`src/rtl/kls_pkg.sv`:
```
`timescale 1ns / 1ps
`default_nettype none

package kls_pkg;

  localparam int FRAC_BITS = 16;
  localparam int KC_W      = 5;

  localparam logic OP_WRITE  = 1'b0;
  localparam logic OP_SAMPLE = 1'b1;

  localparam logic [1:0] OUTCOME_FIRST  = 2'd0;
  localparam logic [1:0] OUTCOME_INTERP = 2'd1;
  localparam logic [1:0] OUTCOME_LAST   = 2'd2;

  typedef struct packed {
    logic [31:0] z;
    logic [31:0] y;
    logic [31:0] x;
    logic [31:0] t;
  } key_t;

  typedef struct packed {
    logic [31:0] z;
    logic [31:0] y;
    logic [31:0] x;
    logic [1:0]  outcome;
  } res_t;

  typedef struct packed {
    logic                 done;
    logic [FRAC_BITS:0]   frac;
  } div_res_t;

endpackage

`default_nettype wire

```
`src/rtl/kls_key_mem.sv`:
```
`timescale 1ns / 1ps
`default_nettype none

module kls_key_mem #(
  parameter int DEPTH = 16,
  parameter int AW    = 4
) (
  input  wire logic            clk,
  input  wire logic            wr_en,
  input  wire logic [AW-1:0]   wr_addr,
  input  wire kls_pkg::key_t   wr_data,
  input  wire logic            rd_en,
  input  wire logic [AW-1:0]   rd_addr,
  output kls_pkg::key_t        rd_data
);

  kls_pkg::key_t mem [DEPTH];
  kls_pkg::key_t rd_data_r;

  always_ff @(posedge clk) begin
    if (wr_en) begin
      mem[wr_addr] <= wr_data;
    end
  end

  always_ff @(posedge clk) begin
    if (rd_en) begin
      rd_data_r <= mem[rd_addr];
    end
  end

  assign rd_data = rd_data_r;

endmodule

`default_nettype wire

```
`src/rtl/kls_frac_div.sv`:
```
`timescale 1ns / 1ps
`default_nettype none

module kls_frac_div (
  input  wire logic                clk,
  input  wire logic                rst_n,
  input  wire logic                start,
  input  wire logic [31:0]         num,
  input  wire logic [31:0]         den,
  output kls_pkg::div_res_t        res
);

  localparam int CNT_W = $clog2(kls_pkg::FRAC_BITS + 1);

  logic                        busy_r, busy_nxt;
  logic                        done_r, done_nxt;
  logic [CNT_W-1:0]            cnt_r, cnt_nxt;
  logic [31:0]                 rem_r, rem_nxt;
  logic [31:0]                 den_r, den_nxt;
  logic [kls_pkg::FRAC_BITS:0] quo_r, quo_nxt;
  logic [32:0]                 shifted;
  logic [32:0]                 diff;
  logic                        ge;
  logic                        init_ge;

  always_comb begin
    shifted  = {rem_r, 1'b0};
    diff     = shifted - {1'b0, den_r};
    ge       = (shifted >= {1'b0, den_r});
    init_ge  = (num >= den);
    busy_nxt = busy_r;
    done_nxt = 1'b0;
    cnt_nxt  = cnt_r;
    rem_nxt  = rem_r;
    den_nxt  = den_r;
    quo_nxt  = quo_r;
    if (start) begin
      den_nxt = den;
      if (den == 32'd0) begin
        quo_nxt  = '0;
        done_nxt = 1'b1;
      end else begin
        rem_nxt  = init_ge ? (num - den) : num;
        quo_nxt  = {{kls_pkg::FRAC_BITS{1'b0}}, init_ge};
        cnt_nxt  = CNT_W'(kls_pkg::FRAC_BITS);
        busy_nxt = 1'b1;
      end
    end else if (busy_r) begin
      rem_nxt = ge ? diff[31:0] : shifted[31:0];
      quo_nxt = {quo_r[kls_pkg::FRAC_BITS-1:0], ge};
      cnt_nxt = cnt_r - CNT_W'(1);
      if (cnt_r == CNT_W'(1)) begin
        busy_nxt = 1'b0;
        done_nxt = 1'b1;
      end
    end
  end

  always_ff @(posedge clk) begin
    if (!rst_n) begin
      busy_r <= 1'b0;
      done_r <= 1'b0;
      cnt_r  <= '0;
    end else begin
      busy_r <= busy_nxt;
      done_r <= done_nxt;
      cnt_r  <= cnt_nxt;
    end
  end

  always_ff @(posedge clk) begin
    rem_r <= rem_nxt;
    den_r <= den_nxt;
    quo_r <= quo_nxt;
  end

  assign res.done = done_r;
  assign res.frac = quo_r;

endmodule

`default_nettype wire

```
`src/rtl/keyframe_linear_sampler.sv`:
```
`timescale 1ns / 1ps
`default_nettype none

// Linear keyframe sampler. Keys (time plus x/y/z, Q16.16) live in one synchronous
// table of MAX_KEYS entries; a write word is taken and gives no result. A sample
// word reads the table one key per cycle until it finds the first pair of keys that
// encloses the query time, then runs a one-bit-per-cycle divider for the Q1.16
// fraction and blends the three components through one shared multiplier, one
// component after another with a multiply step and an add step each. A sample
// either holds the first key, interpolates between an enclosing pair, or runs off
// the end and holds the last key in use. Table entries read before they were
// written return undefined data.
module keyframe_linear_sampler #(
  parameter int MAX_KEYS = 16
) (
  input  wire logic          clk,
  input  wire logic          rst_n,
  input  wire logic          cfg_wr_en,
  input  wire logic [4:0]    cfg_wr_data,   // key_count
  input  wire logic          in_tvalid,
  output logic               in_tready,
  // key_index[3:0], key_time[35:4], key_x[67:36], key_y[99:68], key_z[131:100],
  // query_time[163:132], zero pad
  input  wire logic [167:0]  in_tdata,
  input  wire logic          in_tuser,      // op
  output logic               out_tvalid,
  input  wire logic          out_tready,
  output logic [95:0]        out_tdata,     // out_x, out_y, out_z
  output logic [1:0]         out_tuser      // outcome
);

  localparam int AW = $clog2(MAX_KEYS);
  localparam int CW = ($clog2(MAX_KEYS + 1) > kls_pkg::KC_W) ?
                      $clog2(MAX_KEYS + 1) : kls_pkg::KC_W;

  localparam logic [2:0] S_IDLE  = 3'd0;
  localparam logic [2:0] S_FIRST = 3'd1;
  localparam logic [2:0] S_SCAN  = 3'd2;
  localparam logic [2:0] S_DIV   = 3'd3;
  localparam logic [2:0] S_MUL   = 3'd4;
  localparam logic [2:0] S_ADD   = 3'd5;
  localparam logic [2:0] S_OUT   = 3'd6;

  logic [2:0]                  state_r, state_nxt;
  logic [kls_pkg::KC_W-1:0]    kc_r;
  logic [AW-1:0]               idx_r, idx_nxt;
  logic [31:0]                 q_r, q_nxt;
  kls_pkg::key_t               prev_r, prev_nxt;
  kls_pkg::key_t               cur_r, cur_nxt;
  logic [kls_pkg::FRAC_BITS:0] frac_r, frac_nxt;
  logic [1:0]                  comp_r, comp_nxt;
  logic [47:0]                 p_r, p_nxt;
  kls_pkg::res_t               res_r, res_nxt;
  kls_pkg::res_t               out_r, out_nxt;
  logic                        out_valid_r, out_valid_nxt;

  logic                        in_accept;
  logic [3:0]                  in_key_index;
  kls_pkg::key_t               wr_key;
  logic                        wr_en;
  logic                        rd_en;
  logic [AW-1:0]               rd_addr;
  kls_pkg::key_t               rd_data;
  logic                        div_start;
  logic [31:0]                 div_num;
  logic [31:0]                 div_den;
  kls_pkg::div_res_t           div_res;
  logic [CW-1:0]               kc_ext;
  logic [CW-1:0]               n_keys;
  logic [CW-1:0]               n_last;
  logic [31:0]                 comp_a;
  logic [31:0]                 comp_b;
  logic signed [32:0]          diff;
  logic signed [17:0]          frac_s;
  logic signed [50:0]          prod;
  logic [31:0]                 blend_sum;

  assign in_tready    = (state_r == S_IDLE);
  assign in_accept    = in_tvalid && in_tready;
  assign in_key_index = in_tdata[3:0];
  assign wr_key.t     = in_tdata[35:4];
  assign wr_key.x     = in_tdata[67:36];
  assign wr_key.y     = in_tdata[99:68];
  assign wr_key.z     = in_tdata[131:100];
  assign wr_en        = in_accept && (in_tuser == kls_pkg::OP_WRITE) &&
                        (32'(in_key_index) < MAX_KEYS);

  assign kc_ext = CW'(kc_r);
  always_comb begin
    if (kc_ext == '0) begin
      n_keys = CW'(1);
    end else if (kc_ext > CW'(MAX_KEYS)) begin
      n_keys = CW'(MAX_KEYS);
    end else begin
      n_keys = kc_ext;
    end
    n_last = n_keys - CW'(1);
  end

  kls_key_mem #(
    .DEPTH (MAX_KEYS),
    .AW    (AW)
  ) u_mem (
    .clk     (clk),
    .wr_en   (wr_en),
    .wr_addr (AW'(in_key_index)),
    .wr_data (wr_key),
    .rd_en   (rd_en),
    .rd_addr (rd_addr),
    .rd_data (rd_data)
  );

  kls_frac_div u_div (
    .clk   (clk),
    .rst_n (rst_n),
    .start (div_start),
    .num   (div_num),
    .den   (div_den),
    .res   (div_res)
  );

  always_comb begin
    unique case (comp_r)
      2'd0: begin
        comp_a = prev_r.x;
        comp_b = cur_r.x;
      end
      2'd1: begin
        comp_a = prev_r.y;
        comp_b = cur_r.y;
      end
      default: begin
        comp_a = prev_r.z;
        comp_b = cur_r.z;
      end
    endcase
    diff      = $signed({comp_b[31], comp_b}) - $signed({comp_a[31], comp_a});
    frac_s    = $signed({1'b0, frac_r});
    prod      = diff * frac_s;
    blend_sum = comp_a + p_r[47:16];
  end

  always_comb begin
    state_nxt     = state_r;
    idx_nxt       = idx_r;
    q_nxt         = q_r;
    prev_nxt      = prev_r;
    cur_nxt       = cur_r;
    frac_nxt      = frac_r;
    comp_nxt      = comp_r;
    p_nxt         = p_r;
    res_nxt       = res_r;
    out_nxt       = out_r;
    out_valid_nxt = out_valid_r;
    rd_en         = 1'b0;
    rd_addr       = '0;
    div_start     = 1'b0;
    div_num       = q_r - prev_r.t;
    div_den       = rd_data.t - prev_r.t;

    if (out_valid_r && out_tready) begin
      out_valid_nxt = 1'b0;
    end

    unique case (state_r)
      S_IDLE: begin
        if (in_accept && (in_tuser == kls_pkg::OP_SAMPLE)) begin
          q_nxt     = in_tdata[163:132];
          rd_en     = 1'b1;
          rd_addr   = '0;
          state_nxt = S_FIRST;
        end
      end
      S_FIRST: begin
        prev_nxt = rd_data;
        if ((n_last == '0) || (q_r <= rd_data.t)) begin
          res_nxt.x       = rd_data.x;
          res_nxt.y       = rd_data.y;
          res_nxt.z       = rd_data.z;
          res_nxt.outcome = kls_pkg::OUTCOME_FIRST;
          state_nxt       = S_OUT;
        end else begin
          idx_nxt   = AW'(1);
          rd_en     = 1'b1;
          rd_addr   = AW'(1);
          state_nxt = S_SCAN;
        end
      end
      S_SCAN: begin
        if ((prev_r.t <= q_r) && (q_r <= rd_data.t)) begin
          cur_nxt   = rd_data;
          div_start = 1'b1;
          state_nxt = S_DIV;
        end else if (CW'(idx_r) == n_last) begin
          res_nxt.x       = rd_data.x;
          res_nxt.y       = rd_data.y;
          res_nxt.z       = rd_data.z;
          res_nxt.outcome = kls_pkg::OUTCOME_LAST;
          state_nxt       = S_OUT;
        end else begin
          prev_nxt = rd_data;
          idx_nxt  = idx_r + AW'(1);
          rd_en    = 1'b1;
          rd_addr  = idx_r + AW'(1);
        end
      end
      S_DIV: begin
        if (div_res.done) begin
          frac_nxt  = div_res.frac;
          comp_nxt  = 2'd0;
          state_nxt = S_MUL;
        end
      end
      S_MUL: begin
        p_nxt     = 48'(prod);
        state_nxt = S_ADD;
      end
      S_ADD: begin
        unique case (comp_r)
          2'd0:    res_nxt.x = blend_sum;
          2'd1:    res_nxt.y = blend_sum;
          default: res_nxt.z = blend_sum;
        endcase
        if (comp_r == 2'd2) begin
          res_nxt.outcome = kls_pkg::OUTCOME_INTERP;
          state_nxt       = S_OUT;
        end else begin
          comp_nxt  = comp_r + 2'd1;
          state_nxt = S_MUL;
        end
      end
      S_OUT: begin
        if (!out_valid_r || out_tready) begin
          out_nxt       = res_r;
          out_valid_nxt = 1'b1;
          state_nxt     = S_IDLE;
        end
      end
      default: begin
        state_nxt = S_IDLE;
      end
    endcase
  end

  always_ff @(posedge clk) begin
    if (!rst_n) begin
      state_r     <= S_IDLE;
      out_valid_r <= 1'b0;
      kc_r        <= kls_pkg::KC_W'(1);
    end else begin
      state_r     <= state_nxt;
      out_valid_r <= out_valid_nxt;
      if (cfg_wr_en) begin
        kc_r <= cfg_wr_data;
      end
    end
  end

  always_ff @(posedge clk) begin
    idx_r  <= idx_nxt;
    q_r    <= q_nxt;
    prev_r <= prev_nxt;
    cur_r  <= cur_nxt;
    frac_r <= frac_nxt;
    comp_r <= comp_nxt;
    p_r    <= p_nxt;
    res_r  <= res_nxt;
    out_r  <= out_nxt;
  end

  assign out_tvalid = out_valid_r;
  assign out_tdata  = {out_r.z, out_r.y, out_r.x};
  assign out_tuser  = out_r.outcome;

`ifndef SYNTHESIS
  a_div_done_in_div: assert property (@(posedge clk) disable iff (!rst_n)
    div_res.done |-> (state_r == S_DIV))
    else $error("divider finished outside the divide phase");

  a_scan_in_range: assert property (@(posedge clk) disable iff (!rst_n)
    (state_r == S_SCAN) |-> (CW'(idx_r) <= n_last) && (idx_r != '0))
    else $error("scan index outside the keys in use");

  a_sample_starts_read: assert property (@(posedge clk) disable iff (!rst_n)
    (in_accept && (in_tuser == kls_pkg::OP_SAMPLE)) |=> (state_r == S_FIRST))
    else $error("sample word did not start a table read");

  a_frac_bound: assert property (@(posedge clk) disable iff (!rst_n)
    div_res.done |-> (div_res.frac <= (kls_pkg::FRAC_BITS + 1)'(1 << kls_pkg::FRAC_BITS)))
    else $error("fraction above one");

  a_outcome_code: assert property (@(posedge clk) disable iff (!rst_n)
    out_tvalid |-> (out_tuser == kls_pkg::OUTCOME_FIRST) ||
                   (out_tuser == kls_pkg::OUTCOME_INTERP) ||
                   (out_tuser == kls_pkg::OUTCOME_LAST))
    else $error("result word with an unknown outcome");
`endif

endmodule

`default_nettype wire

```
`config.mk`:
```
export PLATFORM = sky130hd
export DESIGN_NAME = keyframe_linear_sampler
export DESIGN_NICKNAME = d
export VERILOG_FILES = /design/src/rtl/kls_pkg.sv /design/src/rtl/kls_key_mem.sv /design/src/rtl/kls_frac_div.sv /design/src/rtl/keyframe_linear_sampler.sv
export SDC_FILE = /design/constraint.sdc
export NUM_CORES = 2
export LEC_CHECK = 0
export BUFFER_PORTS_ARGS = -buffer_cell sky130_fd_sc_hd__buf_2
export CAP_MARGIN = 5
export CORE_UTILIZATION = 55
export CTS_CLUSTER_DIAMETER = 80
export DETAILED_ROUTE_END_ITERATION = 10
export PLACE_DENSITY = 0.71
export SYNTH_ARGS = -nofsm -noshare
export SYNTH_HDL_FRONTEND = slang
export SYNTH_HIERARCHICAL = 1
export SYNTH_SLANG_ARGS = --single-unit
```
`constraint.sdc`:
```
create_clock -name clk -period 30.2 [get_ports clk]
set_input_delay 6.04 -clock clk [delete_from_list [all_inputs] [get_ports clk]]
set_output_delay 6.04 -clock clk [all_outputs]
set_load 0.02 [all_outputs]
```
### Word level (Yosys, flattened, before mapping)

Memory sizes are Yosys's and may differ from the RTL's. A register that Yosys moved wholly into a read port is not among the register bits.
Index checks and enable logic that the tools add are counted.

* equality and inequality tests: 25
* bitwise gates (word level): 1
* add/subtract/negate cells: 10
* order comparisons: 5
* reduce and logical (&&, ||, !) cells: 31
* multiply operators: 1
* muxes and demuxes: 65

Operators with widths (count)
* $mux W98: 3
* $pmux W98 S3: 1
* $mux W128: 2
* $mux W32: 8
* $pmux W128 S2: 1
* $pmux W32 S2: 2
* $sub A32 B32 Y32: 4
* $le A32 B32 Y1: 2
* $mul A33 B18 Y48: 1
* $mux W17: 2
* $ge A33 B32 Y1: 1
* $sub A32 B32 Y33: 1
* $add A32 B32 Y32: 1
* $ge A32 B32 Y1: 1
* $logic_not A32 Y1: 1
* $mux W5: 5
* $mux W1: 21
* $pmux W3 S7: 1
* $mux W4: 5
* $ne A2 B2 Y1 const B: 10
* $reduce_and A5 Y1: 4
* $mux W3: 6
* $pmux W4 S2: 2
* $logic_not A5 Y1: 2
* other kinds (28): 51

* output and inout port bits: 100
* memory bits (writable): 2048
* input bits: 179
* memories: 1
* flip-flop bits (word level): 620

Memory list
* u_mem.mem: depth 16, bits a word 128, read ports 1, clocked after memory_dff 1, wr ports 1, RTL line kls_key_mem.sv:17 `kls_pkg::key_t mem [DEPTH];`

### Logic depth before layout (Yosys ltp)

* word-level depth: 8
* gate-level depth with buffers: 43
* depth with buffers taken out: 41

### By module

The synthesis kept the hierarchy.

Modules (own cells, without submodules)
* kls_key_mem: cells an instance 3365, area an instance 80612.3 um2, times used 1
* keyframe_linear_sampler: cells an instance 4223, area an instance 44417.6 um2, times used 1
* kls_frac_div: cells an instance 858, area an instance 7492.2 um2, times used 1

### Least setup slack after synthesis

OpenSTA, ideal clock, no wires.

* kind: in2reg
* from: input port in_tvalid
* to: memory u_mem/mem[0][0] (netlist bit), enable pin
* setup time: 0.774 ns
* stages: 4
* path slack: 14.014 ns
* required time: 29.426 ns
* data arrival time: 15.412 ns
* path buffers: 0
* cells stage by stage: nand2_1 > nor2_1 > or3b_2 > nor3_1

* cells in the longest elaborated chain, start to end: 4

Ends and longest elaborated chain
* from (decl): RTL line keyframe_linear_sampler.sv:20 `input wire logic in_tvalid,`
* $logic_and A1 B1 Y1: RTL line keyframe_linear_sampler.sv:79 `assign in_accept = in_tvalid && in_tready;`
* $logic_and A1 B1 Y1: RTL line keyframe_linear_sampler.sv:85 `assign wr_en = in_accept && (in_tuser == kls_pkg::OP_WRITE) &&`
* named net wr_en: RTL line keyframe_linear_sampler.sv:60 `logic wr_en;`
* $mux W1: RTL line kls_key_mem.sv:21 `if (wr_en) begin`
* $mux W1 (implied by the code): RTL line kls_key_mem.sv:22 `mem[wr_addr] <= wr_data;`
* to (decl): RTL line kls_key_mem.sv:17

The timed path passes the listed nets, and every way through them passes these cells.

### Worst setup path in the final report

* from: register comp_r[0]
* to: register p_r[47] (data pin)

* cells in the longest elaborated chain, start to end: 4
* elaborated cells between the ends (all ways): 6
* those cells by class: add/sub: 1; mul: 1; eq/ne: 1; mux: 2; reduce/logical: 1

Ends and longest elaborated chain
* from (decl): RTL line keyframe_linear_sampler.sv:51 `logic [1:0] comp_r, comp_nxt;`
* from (signal assigned): RTL line keyframe_linear_sampler.sv:265 `comp_r <= comp_nxt;`
* $eq A2 B1 Y1 or $logic_not A2 Y1 (tied branches): RTL line keyframe_linear_sampler.sv:123 `unique case (comp_r)`
* $pmux W32 S2: RTL line keyframe_linear_sampler.sv:123
* $sub A32 B32 Y33 *: RTL line keyframe_linear_sampler.sv:137 `diff = $signed({comp_b[31], comp_b}) - $signed({comp_a[31], comp_a});`
* $mul A33 B18 Y48 *: RTL line keyframe_linear_sampler.sv:139 `prod = diff * frac_s;`
* named net prod[47]: RTL line keyframe_linear_sampler.sv:75 `logic signed [50:0] prod;`
* to (signal assigned): RTL line keyframe_linear_sampler.sv:266 `p_r <= p_nxt;`
* to (decl): RTL line keyframe_linear_sampler.sv:52 `logic [47:0] p_r, p_nxt;`

The timed path passes the listed nets; every way through them passes the cells marked *.
A chain may end at the register's enable or synchronous reset.

==> summary.txt <==
Status
  – Result of the run: finished clean

Die
  – Die outline area: 243000 µm²
  – Total I/O pin count: 279
  – Die Y-Extent: 493 µm
  – Core footprint: 239000 µm²
  – Die X: 493 µm
  – Initial core utilization: 55.5%
  – FP Rows: 179

Job
  – Number of max-cap violations: 0

Synth
  – Most instantiated library cell after synthesis: sky130_fd_sc_hd__edfxtp_1
  – Netlist area before placement: 133000 µm²
  – Library cells used by synthesis: 99
  – Cells after Synth: 8446
  – Fraction of post-synthesis cell area in the top cell type by area: 62.6%
  – Adder and majority gate portion of the synthesized area: 11.1%
  – Mean area per synthesized cell: 15.7 µm²
  – Fraction of the mapped netlist area in simple logic gates: 5.72%
  – Share of synthesized flip-flops with an asynchronous set or reset: 0%
  – Number of nets produced by synthesis: 9485
  – Synthesized-area fraction occupied by ao, oa, aoi and oai cells: 6.39%
  – Post-synthesis sequential area ratio: 62.9%
  – Cell types occupying the most area after synthesis: sky130_fd_sc_hd__edfxtp_1 (63%), sky130_fd_sc_hd__mux4_2 (8.1%), sky130_fd_sc_hd__fa_1 (7.9%), sky130_fd_sc_hd__ha_1 (3.2%), sky130_fd_sc_hd__inv_1 (2.4%)
  – Dominant register cell in the synthesized netlist: sky130_fd_sc_hd__edfxtp_1
  – Count of yosys warnings during synthesis: 6
  – Largest family of logic cells by synthesized area: adder cells
  – Post-synthesis share of cell area spent on xor and xnor gates: 1.27%
  – Post-synthesis sequential element count: 2780
  – Mux contribution to synthesized area: 8.98%
  – Cell type contributing the most total cell area after synthesis: sky130_fd_sc_hd__edfxtp_1
  – Number of flops mapped to enable cells by yosys: 2764
  – Commonest cells in the netlist: sky130_fd_sc_hd__edfxtp_1 (2764), sky130_fd_sc_hd__inv_1 (858), sky130_fd_sc_hd__nand2_1 (733)

STA
  – RSZ-0062 raised after global routing: false
  – Max_slew headroom: 10.2%
  – Worst-margin pin slew: 1340 ps
  – Final setup viols: 0
  – Final slew viol count: 0
  – Setup Skew: 83.1 ps
  – Final critical path time including I/O delays and setup: 12420 ps
  – Sum of negative setup slack: 0 ps
  – Final number of hold-violating endpoints: 0
  – Final hold slack: 418 ps
  – Post-route clock period utilization: 41.1%
  – Achievable Freq: 80.5 MHz

Setup path
  – Worst path max stage delay: 750 ps
  – Sort of element at the end of the critical path: flop
  – Setup crit start kind: flop
  – Critical path peak fanout: 66
  – Required time at the worst-slack endpoint: 30840 ps
  – Crit Path Category: flop to flop
  – Number of cells on the worst reg-to-reg path: 39
  – Slowest cell on crit path: sky130_fd_sc_hd__a311o_1
  – Data arrival at the endpoint of the critical path: 13060 ps

CTS
  – Gates resized, CTS repair: 0
  – Post-CTS Setup Inserts: 0
  – Longest Clk Path Bufs: 4
  – Clock H-tree levels: 5
  – Clock-pin slew of the registers on the worst-case setup and hold paths: 60 ps
  – Number of buffers inserted by hold repair at cts: 0
  – Clk sink count: 2780
  – Later-pin clock latency in the skew report: 950 ps
  – Number of clock buffers inserted by TritonCTS: 294
  – CTS tree: done
  – Root Driver: sky130_fd_sc_hd__clkbuf_16

Detailed routing
  – Via count: 74800
  – Drt first-iter violations: 7851
  – Wire length per cell: 27.1 µm
  – Number of routed nets with antenna violations: 0
  – Sum of routed wire length over all layers: 330000 µm
  – Number of optimization iterations in the first detailed-route pass: 8
  – Post-DR vias/cell: 6.14
  – Drc violations: 0

Global route
  – Pin count of the biggest net entering global routing: 133
  – Gr ovfl total: 0
  – Vias in the first global route: 76100
  – Global-route wire length before repair: 490000 µm
  – Overall track demand over capacity in global routing: 27.4%
  – Initial antenna violation count: 86

Layout
  – Filler-free cell count of the finished design: 12200
  – Fraction of final layout cells sized beyond drive strength 1: 15.7%
  – Post-layout util: 61.5%
  – Number of fillers in the final layout: 16900
  – Layout area overhead: 10.9%
  – Post-layout nets: 9821

Placement
  – RD Place Congestion: 0.902
  – Placed cell count: 11700
  – Buffers added on ports: 274
  – HPWL reported at the end of detailed placement: 211000 µm

Min path
  – Classification of the worst-slack hold path: flop to flop
  – Instance count along the most critical hold path: 0
==> logic make-up (layout without fill, tap and decap cells) <==
family,after synthesis,in the layout
AO/OA/AOI/OAI,1216,1216
XOR/XNOR,190,190
multiplexers,593,593
adder cells (fa/ha/maj),860,860
flip-flops,2780,2780
AND/OR/NAND/NOR,1573,1573
buffers and inverters,1234,1784
other,0,24
==> routing by layer <==
layer  wire length, µm  global-route usage (%)  share of wire (%)  up-vias
li1                  -                       -                  -    32100
met1            128000                    37.3                 39    38500
met2            160000                    44.2                 48     3479
met3             29300                    5.05                8.9      593
met4             12500                    10.4                3.8       52
met5               312                       0              0.095        -
==> through the flow <==
| stage | area (µm²) | setup slack, ps |
|---|---|---|
| floorplan | 133000 | 14010 |
| global placement | 138000 | 17910 |
| detailed placement | 138000 | 17770 |
| CTS | 147000 | 17650 |
| global route | 147000 | 16820 |
| finish | 147000 | 17780 |
==> critical path: cells and delay by family, from the launching register on <==
family | cells | cell delay (ps)
buffers and inverters | 8 | 1320
AOI/OAI and AO/OA | 15 | 5180
xor gates and xnor gates | 1 | 270
DFF | 1 | 390
and+or+nand+nor | 6 | 1430
adders and majority gates | 9 | 3540
==> layout make-up <==
| cell class | instances | area (µm²) | share of cell area (%) |
|---|---|---|---|
| clock inverter | 166 | 1470 | 0.998 |
| antenna | 24 | 60.1 | 0.0409 |
| tap | 3167 | 3960 | 2.70 |
| timing repair buffer | 414 | 2520 | 1.72 |
| sequential | 2780 | 83300 | 56.7 |
| multi-input combinational | 4432 | 44700 | 30.4 |
| clock buffer | 344 | 7710 | 5.25 |
| inverter | 860 | 3230 | 2.20 |
==> registers in the layout, summed over array words and instances (netlist names), 32 cells and up <==
name	cells
cur_r	96
out_tdata	96
p_r	32
prev_r	128
q_r	32
res_r	98
u_div/den_r	32
u_div/rem_r	32
u_mem/mem	2048
u_mem/rd_data	128
==> cells in the final DEF, fill, tap and decap left out, types with 33 or more instances in the layout <==
| master | netlist | final |
|---|---|---|
| sky130_fd_sc_hd__and2_1 | 266 | 264 |
| sky130_fd_sc_hd__o21a_1 | 48 | 45 |
| sky130_fd_sc_hd__o21ai_0 | 133 | 133 |
| sky130_fd_sc_hd__clkbuf_1 | 270 | 42 |
| sky130_fd_sc_hd__xnor2_1 | 128 | 118 |
| sky130_fd_sc_hd__mux4_2 | 476 | 476 |
| sky130_fd_sc_hd__a21oi_1 | 231 | 230 |
| sky130_fd_sc_hd__ha_1 | 340 | 338 |
| sky130_fd_sc_hd__xor2_1 | 60 | 57 |
| sky130_fd_sc_hd__a22o_1 | 34 | 34 |
| sky130_fd_sc_hd__a31oi_1 | 48 | 47 |
| sky130_fd_sc_hd__edfxtp_1 | 2764 | 2764 |
| sky130_fd_sc_hd__clkinv_2 | 0 | 49 |
| sky130_fd_sc_hd__and3_1 | 34 | 33 |
| sky130_fd_sc_hd__nand2b_1 | 44 | 44 |
| sky130_fd_sc_hd__clkbuf_16 | 0 | 302 |
| sky130_fd_sc_hd__nand3_1 | 53 | 53 |
| sky130_fd_sc_hd__buf_4 | 11 | 132 |
| sky130_fd_sc_hd__o211ai_1 | 42 | 42 |
| sky130_fd_sc_hd__buf_2 | 60 | 274 |
| sky130_fd_sc_hd__nor2_1 | 164 | 144 |
| sky130_fd_sc_hd__nor3_1 | 58 | 51 |
| sky130_fd_sc_hd__fa_1 | 520 | 520 |
| sky130_fd_sc_hd__a211oi_1 | 59 | 59 |
| sky130_fd_sc_hd__a21o_1 | 142 | 142 |
| sky130_fd_sc_hd__a22oi_1 | 255 | 255 |
| sky130_fd_sc_hd__nor2b_1 | 97 | 93 |
| sky130_fd_sc_hd__o22ai_1 | 43 | 42 |
| sky130_fd_sc_hd__inv_1 | 858 | 858 |
| sky130_fd_sc_hd__nand2_1 | 733 | 732 |
| sky130_fd_sc_hd__clkinv_1 | 0 | 66 |
| sky130_fd_sc_hd__mux2i_1 | 106 | 106 |
==> final timing paths <==
| path | startpoint | slack [ps] | to |
|---|---|---|---|
| worst min-delay path | res_r[77] | 420 | out_tdata[75] |
| worst max-delay path | comp_r[0] | 17780 | p_r[47] |
| worst max register to register | comp_r[0] | 17780 | p_r[47] |
| worst min register to register | res_r[77] | 420 | out_tdata[75] |
Power is left out: the tool's default activity adds up to more than one toggle a clock period on the data nets, which glitch-free logic cannot reach.
